===== config.mk =====
export PLATFORM = sky130hd
export DESIGN_NAME = uri_component_splitter
export DESIGN_NICKNAME = d
export VERILOG_FILES = /design/src/design/ucs_pkg.sv /design/src/design/ucs_front.sv /design/src/design/ucs_queue.sv /design/src/design/ucs_back.sv /design/src/design/uri_component_splitter.sv
export SDC_FILE = /design/constraint.sdc
export NUM_CORES = 1
export LEC_CHECK = 0
export BUFFER_PORTS_ARGS = -buffer_cell sky130_fd_sc_hd__buf_2
export CELL_PAD_IN_SITES_DETAIL_PLACEMENT = 2
export CELL_PAD_IN_SITES_GLOBAL_PLACEMENT = 2
export CORE_MARGIN = 5
export CORE_UTILIZATION = 45
export DETAILED_ROUTE_END_ITERATION = 8
export PLACE_DENSITY = 0.8
export RECOVER_POWER = 25
export SETUP_SLACK_MARGIN = 0.15
export SYNTH_ARGS = -nofsm -noshare
export SYNTH_HDL_FRONTEND = slang
export SYNTH_SLANG_ARGS = --single-unit

===== constraint.sdc =====
create_clock -name clk_i -period 12.02 [get_ports clk_i]
set_clock_uncertainty 0.15 [all_clocks]
set_input_delay 0.601 -clock clk_i [delete_from_list [all_inputs] [get_ports clk_i]]
set_output_delay 0.601 -clock clk_i [all_outputs]
set_load 0.01 [all_outputs]

===== src/design/ucs_pkg.sv =====
// shared types and constants of the uri component splitter
// no dependencies
`default_nettype none

package ucs_pkg;

  // largest number of results that one input byte can cause
  localparam int NRES = 3;
  localparam int CNTW = $clog2(NRES + 1);

  // command queue between front and back, depth is a power of two
  localparam int QDEPTH = 4;
  localparam int QAW    = $clog2(QDEPTH);

  // component tags
  localparam logic [2:0] PART_SCHEME = 3'd0;
  localparam logic [2:0] PART_AUTH   = 3'd1;
  localparam logic [2:0] PART_PATH   = 3'd2;
  localparam logic [2:0] PART_QUERY  = 3'd3;
  localparam logic [2:0] PART_FRAG   = 3'd4;

  typedef struct packed {
    logic [7:0] in_byte;
    logic       in_last;
  } ucs_in_t;

  typedef struct packed {
    logic [7:0] out_byte;
    logic [2:0] part;
    logic       is_status;
    logic       uri_valid;
    logic       path_dropped;
    logic       run_last;
  } ucs_out_t;

  // all results of one input byte, item 0 goes out first
  typedef struct packed {
    logic [CNTW-1:0]          cnt;
    ucs_out_t [NRES-1:0]      item;
  } ucs_cmd_t;

endpackage

`default_nettype wire


===== src/design/ucs_front.sv =====
// front part: byte classification, component state and result building
// depends on ucs_pkg
`default_nettype none

module ucs_front (
  input  logic              clk_i,
  input  logic              rst_ni,
  input  logic              accept_i,
  input  ucs_pkg::ucs_in_t  in_data_i,
  output ucs_pkg::ucs_cmd_t cmd_o,
  output logic              push_o
);
  import ucs_pkg::*;

  localparam logic [2:0] PH_SCHEME0 = 3'd0;
  localparam logic [2:0] PH_SCHEME1 = 3'd1;
  localparam logic [2:0] PH_COLON   = 3'd2;
  localparam logic [2:0] PH_AUTH    = 3'd3;
  localparam logic [2:0] PH_PATH    = 3'd4;
  localparam logic [2:0] PH_QUERY   = 3'd5;
  localparam logic [2:0] PH_FRAG    = 3'd6;
  localparam logic [2:0] PH_DEAD    = 3'd7;

  localparam logic [7:0] CH_PCT   = 8'h25;
  localparam logic [7:0] CH_SLASH = 8'h2F;
  localparam logic [7:0] CH_COLON = 8'h3A;
  localparam logic [7:0] CH_QMARK = 8'h3F;
  localparam logic [7:0] CH_HASH  = 8'h23;
  localparam logic [7:0] CH_MINUS = 8'h2D;
  localparam logic [7:0] CH_PLUS  = 8'h2B;
  localparam logic [7:0] CH_DOT   = 8'h2E;

  // working copy of the state plus the results built so far
  typedef struct packed {
    logic [2:0] ph;
    logic [1:0] hc;
    logic [7:0] h1;
    logic       sp;
    logic       df;
    ucs_cmd_t   em;
  } ws_t;

  logic [2:0] ph_q, ph_d;
  logic [1:0] hc_q, hc_d;
  logic [7:0] h1_q, h1_d;
  logic       sp_q, sp_d;
  logic       df_q, df_d;
  ws_t        w;
  logic [7:0] c;
  logic       bad;

  function automatic logic is_alpha(logic [7:0] b);
    return (b >= 8'h61 && b <= 8'h7A) || (b >= 8'h41 && b <= 8'h5A);
  endfunction

  function automatic logic is_digit(logic [7:0] b);
    return b >= 8'h30 && b <= 8'h39;
  endfunction

  function automatic logic [7:0] to_upper(logic [7:0] b);
    return (b >= 8'h61 && b <= 8'h7A) ? (b & 8'hDF) : b;
  endfunction

  function automatic logic [7:0] to_lower(logic [7:0] b);
    return (b >= 8'h41 && b <= 8'h5A) ? (b | 8'h20) : b;
  endfunction

  // bit 4 flags a non hex digit
  function automatic logic [4:0] hexv(logic [7:0] b);
    logic [4:0] r;
    r = 5'h10;
    if (is_digit(b)) r = {1'b0, b[3:0]};
    else if ((b >= 8'h61 && b <= 8'h66) || (b >= 8'h41 && b <= 8'h46))
      r = {1'b0, b[3:0] + 4'd9};
    return r;
  endfunction

  function automatic logic [2:0] f_part(logic [2:0] ph);
    logic [2:0] p;
    p = PART_FRAG;
    if (ph == PH_AUTH) p = PART_AUTH;
    else if (ph == PH_PATH) p = PART_PATH;
    else if (ph == PH_QUERY) p = PART_QUERY;
    return p;
  endfunction

  function automatic ws_t f_put(ws_t wi, logic [7:0] b, logic [2:0] p, logic st,
                                logic v, logic d);
    ws_t r;
    r = wi;
    r.em.item[wi.em.cnt].out_byte     = b;
    r.em.item[wi.em.cnt].part         = p;
    r.em.item[wi.em.cnt].is_status    = st;
    r.em.item[wi.em.cnt].uri_valid    = v;
    r.em.item[wi.em.cnt].path_dropped = d;
    r.em.item[wi.em.cnt].run_last     = 1'b0;
    r.em.cnt = wi.em.cnt + CNTW'(1);
    return r;
  endfunction

  // path bytes stop once decoding has failed
  function automatic ws_t f_pput(ws_t wi, logic [7:0] b);
    ws_t r;
    r = wi;
    if (!wi.df) r = f_put(wi, b, PART_PATH, 1'b0, 1'b0, 1'b0);
    return r;
  endfunction

  // component end: release held bytes unchanged
  function automatic ws_t f_flush(ws_t wi);
    ws_t r;
    r = wi;
    if (wi.hc != 2'd0) begin
      if (wi.ph == PH_PATH) begin
        r = f_pput(r, CH_PCT);
        if (wi.hc == 2'd2) r = f_pput(r, wi.h1);
      end else if (wi.hc == 2'd2) begin
        r = f_put(r, wi.h1, f_part(wi.ph), 1'b0, 1'b0, 1'b0);
      end
    end
    r.hc = 2'd0;
    return r;
  endfunction

  function automatic ws_t f_comp(ws_t wi, logic [7:0] b);
    ws_t        r;
    logic [4:0] hv;
    logic [4:0] lv;
    r  = wi;
    hv = hexv(wi.h1);
    lv = hexv(b);
    if (wi.ph == PH_PATH) begin
      if (wi.hc == 2'd0) begin
        if (b == CH_PCT) r.hc = 2'd1;
        else r = f_pput(r, b);
      end else if (wi.hc == 2'd1) begin
        r.h1 = b;
        r.hc = 2'd2;
      end else begin
        if (hv[4] || lv[4]) r.df = 1'b1;
        else r = f_pput(r, {hv[3:0], lv[3:0]});
        r.hc = 2'd0;
      end
    end else begin
      if (wi.hc == 2'd0) begin
        r = f_put(r, b, f_part(wi.ph), 1'b0, 1'b0, 1'b0);
        if (b == CH_PCT) r.hc = 2'd1;
      end else if (wi.hc == 2'd1) begin
        r.h1 = b;
        r.hc = 2'd2;
      end else begin
        r = f_put(r, to_upper(wi.h1), f_part(wi.ph), 1'b0, 1'b0, 1'b0);
        r = f_put(r, to_upper(b), f_part(wi.ph), 1'b0, 1'b0, 1'b0);
        r.hc = 2'd0;
      end
    end
    return r;
  endfunction

  function automatic ws_t f_pbyte(ws_t wi, logic [7:0] b);
    ws_t r;
    r = wi;
    if (b == CH_QMARK) begin
      r = f_flush(r);
      r.ph = PH_QUERY;
    end else if (b == CH_HASH) begin
      r = f_flush(r);
      r.ph = PH_FRAG;
    end else begin
      r = f_comp(r, b);
    end
    return r;
  endfunction

  always_comb begin
    c      = in_data_i.in_byte;
    w.ph   = ph_q;
    w.hc   = hc_q;
    w.h1   = h1_q;
    w.sp   = sp_q;
    w.df   = df_q;
    w.em   = '0;
    unique case (ph_q) inside
      PH_SCHEME0, PH_SCHEME1: begin
        if (is_alpha(c) || is_digit(c) || c == CH_MINUS || c == CH_DOT || c == CH_PLUS) begin
          w    = f_put(w, to_lower(c), PART_SCHEME, 1'b0, 1'b0, 1'b0);
          w.ph = PH_SCHEME1;
        end else if (c == CH_COLON && ph_q == PH_SCHEME1) begin
          w.ph = PH_COLON;
        end else begin
          w.ph = PH_DEAD;
        end
      end
      PH_COLON: begin
        if (!w.sp) begin
          if (c == CH_SLASH) begin
            w.sp = 1'b1;
          end else begin
            w.ph = PH_PATH;
            w    = f_pbyte(w, c);
          end
        end else begin
          w.sp = 1'b0;
          if (c == CH_SLASH) begin
            w.ph = PH_AUTH;
          end else begin
            w.ph = PH_PATH;
            w    = f_pput(w, CH_SLASH);
            w    = f_pbyte(w, c);
          end
        end
      end
      PH_AUTH: begin
        if (c == CH_SLASH) begin
          w    = f_flush(w);
          w.ph = PH_PATH;
          w    = f_pbyte(w, c);
        end else if (c == CH_QMARK || c == CH_HASH) begin
          w    = f_flush(w);
          w.ph = PH_DEAD;
        end else begin
          w = f_comp(w, c);
        end
      end
      PH_PATH: w = f_pbyte(w, c);
      PH_QUERY: begin
        if (c == CH_HASH) begin
          w    = f_flush(w);
          w.ph = PH_FRAG;
        end else begin
          w = f_comp(w, c);
        end
      end
      PH_FRAG: w = f_comp(w, c);
      default: ;
    endcase

    // the dead phase marks an invalid uri; so does an end inside the scheme
    bad = (w.ph == PH_DEAD);
    if (in_data_i.in_last) begin
      if (w.ph == PH_SCHEME0 || w.ph == PH_SCHEME1) bad = 1'b1;
      if (w.ph == PH_COLON && w.sp) w = f_pput(w, CH_SLASH);
      if (w.ph == PH_AUTH || w.ph == PH_PATH || w.ph == PH_QUERY || w.ph == PH_FRAG)
        w = f_flush(w);
      w = f_put(w, 8'h00, PART_SCHEME, 1'b1, !bad, w.df);
    end
    if (w.em.cnt != '0) w.em.item[w.em.cnt - CNTW'(1)].run_last = 1'b1;

    ph_d = in_data_i.in_last ? PH_SCHEME0 : w.ph;
    hc_d = in_data_i.in_last ? 2'd0 : w.hc;
    sp_d = in_data_i.in_last ? 1'b0 : w.sp;
    df_d = in_data_i.in_last ? 1'b0 : w.df;
    h1_d = w.h1;
  end

  assign cmd_o  = w.em;
  assign push_o = accept_i && (w.em.cnt != '0);

  always_ff @(posedge clk_i or negedge rst_ni) begin
    if (!rst_ni) begin
      ph_q <= PH_SCHEME0;
      hc_q <= 2'd0;
      sp_q <= 1'b0;
      df_q <= 1'b0;
    end else if (accept_i) begin
      ph_q <= ph_d;
      hc_q <= hc_d;
      sp_q <= sp_d;
      df_q <= df_d;
    end
  end

  always_ff @(posedge clk_i) begin
    if (accept_i) h1_q <= h1_d;
  end

endmodule

`default_nettype wire


===== src/design/ucs_queue.sv =====
// short command queue between front and back
// depends on ucs_pkg
`default_nettype none

module ucs_queue (
  input  logic              clk_i,
  input  logic              rst_ni,
  input  logic              push_i,
  input  ucs_pkg::ucs_cmd_t cmd_i,
  input  logic              pop_i,
  output logic              full_o,
  output logic              empty_o,
  output ucs_pkg::ucs_cmd_t head_o
);
  import ucs_pkg::*;

  ucs_cmd_t         mem_q [QDEPTH];
  logic [QAW-1:0]   wr_q, rd_q;
  logic [QAW:0]     cnt_q, cnt_d;

  always_ff @(posedge clk_i) begin
    if (push_i) mem_q[wr_q] <= cmd_i;
  end

  always_comb begin
    cnt_d = cnt_q;
    if (push_i && !pop_i) cnt_d = cnt_q + (QAW + 1)'(1);
    else if (pop_i && !push_i) cnt_d = cnt_q - (QAW + 1)'(1);
  end

  always_ff @(posedge clk_i or negedge rst_ni) begin
    if (!rst_ni) begin
      wr_q  <= '0;
      rd_q  <= '0;
      cnt_q <= '0;
    end else begin
      if (push_i) wr_q <= wr_q + QAW'(1);
      if (pop_i) rd_q <= rd_q + QAW'(1);
      cnt_q <= cnt_d;
    end
  end

  assign head_o  = mem_q[rd_q];
  assign full_o  = (cnt_q == (QAW + 1)'(QDEPTH));
  assign empty_o = (cnt_q == '0);

  a_no_push_full: assert property (@(posedge clk_i) disable iff (!rst_ni)
    push_i |-> !full_o) else $error("push into full queue");

  a_no_pop_empty: assert property (@(posedge clk_i) disable iff (!rst_ni)
    pop_i |-> !empty_o) else $error("pop from empty queue");

endmodule

`default_nettype wire


===== src/design/ucs_back.sv =====
// back part: sends the results of each queued command one per transfer
// depends on ucs_pkg
`default_nettype none

module ucs_back (
  input  logic              clk_i,
  input  logic              rst_ni,
  input  logic              q_empty_i,
  input  ucs_pkg::ucs_cmd_t head_i,
  output logic              pop_o,
  output logic              out_valid_o,
  input  logic              out_stall_i,
  output ucs_pkg::ucs_out_t out_data_o
);
  import ucs_pkg::*;

  logic [CNTW-1:0] idx_q, idx_d;
  logic            ov_q;
  ucs_out_t        out_q;
  logic            load;
  logic            at_end;

  // output register frees up when empty or when its result is taken
  assign load   = !q_empty_i && (!ov_q || !out_stall_i);
  assign at_end = (idx_q == head_i.cnt - CNTW'(1));
  assign pop_o  = load && at_end;

  always_comb begin
    idx_d = idx_q;
    if (load) idx_d = at_end ? '0 : idx_q + CNTW'(1);
  end

  always_ff @(posedge clk_i or negedge rst_ni) begin
    if (!rst_ni) begin
      idx_q <= '0;
      ov_q  <= 1'b0;
    end else begin
      idx_q <= idx_d;
      if (load) ov_q <= 1'b1;
      else if (!out_stall_i) ov_q <= 1'b0;
    end
  end

  always_ff @(posedge clk_i) begin
    if (load) out_q <= head_i.item[idx_q];
  end

  assign out_valid_o = ov_q;
  assign out_data_o  = out_q;

  a_idx_in_cmd: assert property (@(posedge clk_i) disable iff (!rst_ni)
    !q_empty_i |-> (head_i.cnt != '0) && (idx_q < head_i.cnt))
    else $error("result index outside queued command");

endmodule

`default_nettype wire


===== src/design/uri_component_splitter.sv =====
// top level of the streaming uri component splitter
// depends on ucs_pkg, ucs_front, ucs_queue, ucs_back
`default_nettype none

// Splits a URI, one byte per transfer with a last flag, into scheme,
// authority, path, query and fragment bytes, each tagged with its part;
// delimiters are dropped, the scheme is lowercased, path %XX is decoded
// and the two characters after '%' elsewhere are uppercased. After the
// last byte a status result reports validity and path decode failure;
// already sent bytes are never taken back. The front classifies one byte
// per cycle while the command queue is not full and turns it into zero to
// three results, which wait in a four-entry command queue; the back sends
// one result per cycle through an output register while out_stall_i is
// low. The front can take a new byte before the back has sent all results
// of the last one. Input stall rises only while the command queue is full.
module uri_component_splitter (
  input  logic              clk_i,
  input  logic              rst_ni,
  input  logic              in_valid_i,
  output logic              in_stall_o,
  input  ucs_pkg::ucs_in_t  in_data_i,
  output logic              out_valid_o,
  input  logic              out_stall_i,
  output ucs_pkg::ucs_out_t out_data_o
);
  import ucs_pkg::*;

  ucs_cmd_t cmd;
  ucs_cmd_t head;
  logic     push;
  logic     pop;
  logic     q_full;
  logic     q_empty;
  logic     in_accept;

  // stall depends only on queue fill, never on input valid
  assign in_stall_o = q_full;
  assign in_accept  = in_valid_i && !q_full;

  // classifier and component state, one byte per transfer
  ucs_front u_front (
    .clk_i     (clk_i),
    .rst_ni    (rst_ni),
    .accept_i  (in_accept),
    .in_data_i (in_data_i),
    .cmd_o     (cmd),
    .push_o    (push)
  );

  // commands with no result are never queued
  ucs_queue u_queue (
    .clk_i   (clk_i),
    .rst_ni  (rst_ni),
    .push_i  (push),
    .cmd_i   (cmd),
    .pop_i   (pop),
    .full_o  (q_full),
    .empty_o (q_empty),
    .head_o  (head)
  );

  // result sequencer with output register
  ucs_back u_back (
    .clk_i       (clk_i),
    .rst_ni      (rst_ni),
    .q_empty_i   (q_empty),
    .head_i      (head),
    .pop_o       (pop),
    .out_valid_o (out_valid_o),
    .out_stall_i (out_stall_i),
    .out_data_o  (out_data_o)
  );

endmodule

`default_nettype wire


# Word level (Yosys, flattened, before mapping)
# Memory sizes are Yosys's and may differ from the RTL's.
# Cells that the tools add are included.
# classes
mux	528
magnitude_cmp	53
bitwise	0
reduce_logical	71
n_shift	0
n_div	0
multipliers	0
eq_ne	32
n_addsub	24
# ops
cell	count
$bwmux 45	125
$demux 15 s2	85
$mux 57	43
$mux 48	38
$mux 62	25
$mux 59	8
$mux 47	10
$pmux 62 s6	1
$mux 46	5
$mux 15	15
$mux 3	58
$mux 5	25
$mux 7	14
$le 8x7->1 const B	10
$eq 8x6->1 const B	8
$mux 61	1
$mux 4	14
$mux 10	5
$ge 8x7->1 const B	6
$lt 2x3->1 const B	16
$mux 45	1
$mux 2	21
$logic_and 1x1->1	36
$add 2x1->2 const B	17
24 further kinds	121
# word_totals
word_cells	725
mem_count	1
latch_bits	0
mem_bits_ro	0
output_inout_bits	17
ram_bits	188
ff_bits	40
in_bits	13
# mem_list
name	depth	width	rd	rd_clocked_by_memory_dff	wr	line_no	text
u_queue.mem_q	4	47	1	0	1	ucs_queue.sv:17	ucs_cmd_t mem_q [QDEPTH];

# Longest topological paths before layout
# depth
depth_word	103
mapped_depth	31
depth_no_buf	30

# By module
# A second synthesis with hierarchy kept.
# unflattened
cells_unflattened	1075
area_unflattened_um2	12908.6
# by_module_without_submodules
mod	area_per_inst_um2	cells_per_inst	n_inst	seq_area_each_um2
ucs_queue	7198.2	280	1	5820.6
ucs_front	4717.0	708	1	415.4
ucs_back	979.7	86	1	525.5
uri_component_splitter	13.8	1	1	0.0

# Least setup slack after synthesis
# Ideal clock, no wire load.
# synth_timing
path_type	input-to-reg
from	input in_data_i[1] (netlist bit)
to	memory u_queue.mem_q[0][0] (netlist bit), enable pin
setup_ps	409
arrival_ps	6712
n_path_buf	1
setup_slack_ps	4748
required_time_ps	11461
stages	26
cell_sequence	buf_2 > inv_1 > ha_1 > nor2b_1 > a2111oi_1 > nor3_1 > o21ai_0 > nand3_1 > or3_1 > inv_1 > ha_1 > a21boi_0 > ha_1 > mux2i_1 > inv_1 > ha_1 > nor2_1 > a2bb2oi_1 > o22a_1 > o21ai_0 > inv_1 > ha_1 > nand2_1 > a2111oi_4 > nor3_4 > and2_1
# synth_via
elab_chain_len	43
elab_cells_between_ends	125
cone_classes	4 x add/sub; 8 x order compare; 14 x eq/ne; 76 x mux; 23 x reduce/logical
# synth_rtl
item	line_no	text
from (decl)	uri_component_splitter.sv:21	input ucs_pkg::ucs_in_t in_data_i,
$ge 8x7->1 or $le 8x7->1 (tied branches)	ucs_front.sv:53, ucs_front.sv:73	
$logic_and 1x1->1	-	
$logic_or 1x1->1	ucs_front.sv:73	else if ((b >= 8'h61 && b <= 8'h66) || (b >= 8'h41 && b <= 8'h46))
$mux 5 (2 in series)	-	
$mux 5	ucs_front.sv:166, ucs_front.sv:227	
$mux 5	ucs_front.sv:163	if (b == CH_QMARK) begin
$mux 5	ucs_front.sv:196, ucs_front.sv:204	
$mux 5	ucs_front.sv:195	if (!w.sp) begin
(+27 left out)	-	
$mux 62	ucs_front.sv:240	if (in_data_i.in_last) begin
$add 2x1->2	ucs_front.sv:97	r.em.cnt = wi.em.cnt + CNTW'(1);
$mux 62 *	ucs_front.sv:240	
$reduce_bool 2->1 *	ucs_front.sv:257	assign push_o = accept_i && (w.em.cnt != '0);
$logic_and 1x1->1 *	ucs_front.sv:257	
via push	uri_component_splitter.sv:30	logic push;
$mux 1 *	ucs_queue.sv:22	if (push_i) mem_q[wr_q] <= cmd_i;
$mux 1 (implied by the code) *	ucs_queue.sv:22	
to (decl)	ucs_queue.sv:17	
# The timed path passes the listed nets; every way through them passes the cells marked *. The select of a mux whose other input is x is not followed.

==> flow_metrics.tcl <==
set metrics [dict create \
    status "complete, but fails checks" \
    violations "max-capacitance violations, max-slew violations" \
    hp-start "out_stall_i" \
    cp-start-kind "input port" \
    drt-total-wl_mm 49.6 \
    postRouteAntennaNets 0 \
    drt_iter0_drc 1179 \
    post-dp-hpwl_mm 31.8 \
    hold_buffers 1 \
    worst_pin_slew_ns 3.13 \
    clock_latency_ns 0.53 \
    final_util_pct 50.1 \
    dp.cells 1394 \
    io_pins 30 \
    slew_viol_final 71 \
    synth-edff-count 211 \
    ys.flop_type "edfxtp_1" \
    portBuffers 29 \
    critPathKind "in -> reg" \
    numCtsBuffers 24 \
    hp-class "in -> reg" \
    regArea_mm2 0.00676 \
    path_clk_slew_ns 0.07 \
    p_leak_uw 0.00485 \
    period_share_pct 70.6 \
    ctsResizeCount 0 \
    syn_area_mm2 0.0126 \
    viasPerCell 6.95 \
    drt-pass1-iter-count 6 \
    die_x_um 177 \
    post_drt_wl_per_cell_um 34.5 \
    rrSetupSlack_ns 3.78 \
    synth_cells 1036 \
    fin_cells 1439 \
    max_freq_mhz 118 \
    fp.dieH_um 177 \
    post_cts_buffers 0 \
    cts_tree "done" \
    timing.final.ws_setup_ns 3.53 \
    maxSlewHeadroom_pct -109 \
    nFillCells 2713 \
    cts.path.max_buffers 3 \
    async_reset_ff_share_pct 7.46 \
    maxCapViolCount 2 \
    cts.sinks 228 \
    r2r_start "u_front.h1_q[1]" \
    synth.distinct_cells 85 \
    grt_use_total_pct 31.6 \
    vdd_drop_max_mv 0.114 \
    setup_viol 0 \
    post-route-min-period_ns 8.49 \
    critPathLaunch "in_data_i[1]" \
    drc 0 \
    multi_input_area_mm2 0.00534 \
    grt_antenna_before_repair 1 \
    grt_max_degree 50 \
    synth.avg_cell_area_um2 12.1 \
    num_vias 10008 \
    core_mm2 0.0277 \
    ys_seq_area_share_pct 53.8 \
    die_area_mm2 0.0314 \
    whs_endpoint "u_back.out_valid_o" \
    diodes 0 \
    timing.hold.worst_path_depth 3 \
    final_layout_size_suffix_gt1_share_pct 13.7 \
    h-tree-depth 1 \
    yosys_warnings 0 \
    dp_slack_ns 3.70 \
    cp_max_fo 14 \
    fin_nets 1083 \
    rr_endpoint "u_queue.mem_q[3][22]" \
    grt_first_pass_wirelength_mm 73.7 \
    place.gp.congestion 0.946 \
    area_growth_pct 10.4 \
    synth_seq_cells 228 \
    required_ns 12.05 \
    setup_tns_ns 0 \
    cp.arrival_ns 8.52 \
    syn_nets 1076 \
    rsz0062_at_grt "false" \
    num_rows 61 \
    grt_pass1_vias 10489 \
    reg2reg_depth 24 \
    powerDensity_mw_per_mm2 256 \
    cts_root_buf "clkbuf_16" \
    hold_viol 0 \
    floorplan.initialDensity_pct 45.4 \
    cp-end-kind "register" \
    grt_overflow_total 0 \
]
[worst max-delay path, cell delays in order]
cell and delay [ns]:
clkbuf_1 0.44, ha_1 0.46, nand4bb_1 0.28, nor2_1 0.90, nor4_1 0.24, nor2_1 0.21, a211oi_1 0.10, or3_1 0.48
inv_1 0.20, ha_1 0.26, a21boi_0 0.52, ha_1 0.38, mux2i_1 0.22, inv_1 0.11, ha_1 0.29, nor2_1 0.11
a2bb2oi_1 0.08, o22a_1 0.21, o21ai_0 0.34, inv_1 0.17, ha_1 0.29, nand2_1 0.17, clkinv_1 0.48, a221oi_1 0.94
[cells by family (layout without fill, tap and decap cells)]
logic type | Yosys count | in the layout | synth area share (%)
AO/OA/AOI/OAI | 276 | 276 | 15.9
XOR/XNOR | 11 | 11 | 0.766
adder cells (fa/ha/maj) | 27 | 27 | 2.75
buffers and inverters | 119 | 144 | 3.75
flip-flops | 228 | 228 | 53.8
multiplexers | 79 | 79 | 11.1
AND/OR/NAND/NOR | 296 | 296 | 12.0
[power breakdown]
group	internal, uW	total [uW]	switching [uW]
registers	1150	1340	190
clock network	495	837	343
logic	494	1390	892
total	2130	3560	1420
[registers in the layout (all words and copies together) (netlist names)]
register	cells
u_front.ph_q	3
u_front.h1_q	8
u_back.idx_q	2
u_queue.mem_q	188
u_front.sp_q	1
u_back.out_data_o	15
u_front.df_q	1
u_back.out_valid_o	1
u_queue.wr_q	2
u_queue.rd_q	2
u_front.hc_q	2
u_queue.cnt_q	3
[worst max path at each step]
stage / slack (ns) / end / cells past startpoint
finish: 3.53 / u_queue.mem_q[3][22] / 24
global route: 2.95 / u_queue.cnt_q[2] / 30
CTS: 3.84 / u_queue.cnt_q[2] / 30
detailed placement: 3.70 / u_queue.cnt_q[2] / 30
global placement: 4.17 / u_queue.cnt_q[2] / 30
floorplan: 4.75 / u_queue.mem_q[0][0] / 26
[synth_stat cells, types with 6 or more instances]
master    number  area (um2)
mux2i_1       24         240
and3_1         6        37.5
o21bai_1       6        45.0
o22ai_1       26         163
nor3_1        21         105
nor2b_1       12        75.1
buf_2         14        70.1
xnor2_1        8        70.1
nand2b_1      14        87.6
clkbuf_1      38         143
buf_1         12        45.0
a221oi_1      10        87.6
a31oi_1       12        75.1
nor2_1        74         278
o21ai_0       44         220
o31ai_1        7        52.6
ha_1          26         325
edfxtp_1     211        6340
mux2_2         7        78.8
a22oi_1       11        82.6
nand2_1       79         297
dfrtp_1       17         425
mux4_2        47        1060
a211oi_1      16         120
and2_1         9        56.3
a21oi_1       47         235
a21o_1         7        52.6
a311oi_1       6        52.6
nand3_1       31         155
inv_1         51         191
a32oi_1        9        78.8
[final cells by class]
class	count	area share, %
Sequential cell	228	48.7
Multi-Input combinational cell	689	38.5
Clock buffer	28	4.66
Tap cell	378	3.40
Timing Repair Buffer	46	1.78
Clock inverter	16	1.55
Inverter	54	1.46
[cells in the final DEF (no fill, tap or decap), drive strengths merged, types with 14 or more instances in the layout]
cell type and count:
inv 52, edfxtp 211, mux4 47, mux2i 24, clkbuf 48, nand2 79
nor3 23, dfrtp 17, nor2 74, nand3 31, buf 25, o21ai 45
a21oi 47, a211oi 19, nand2b 14, ha 26, o22ai 26
[routing by layer]
metal  track usage, %  vias up  share of wire, %
li1                 -     4075                 -
met1             42.3     5195                40
met2             53.6      586                49
met3             4.44      152               7.0
met4             10.2        0               4.0
met5                0        -                 0
[metrics by stage]
step | cell area, um2 | total power [uW] | hold slack (ns)
6_report | 13900 | 3560 | 0.176
5_1_grt | 13900 | 3690 | 0.192
4_1_cts | 13900 | 3550 | 0.168
3_5_place_dp | 13100 | 2640 | 0.325
3_3_place_gp | 13100 | 2530 | 0.331
2_1_floorplan | 12600 | 2150 | 0.155
(Power assumes the default switching activity.)
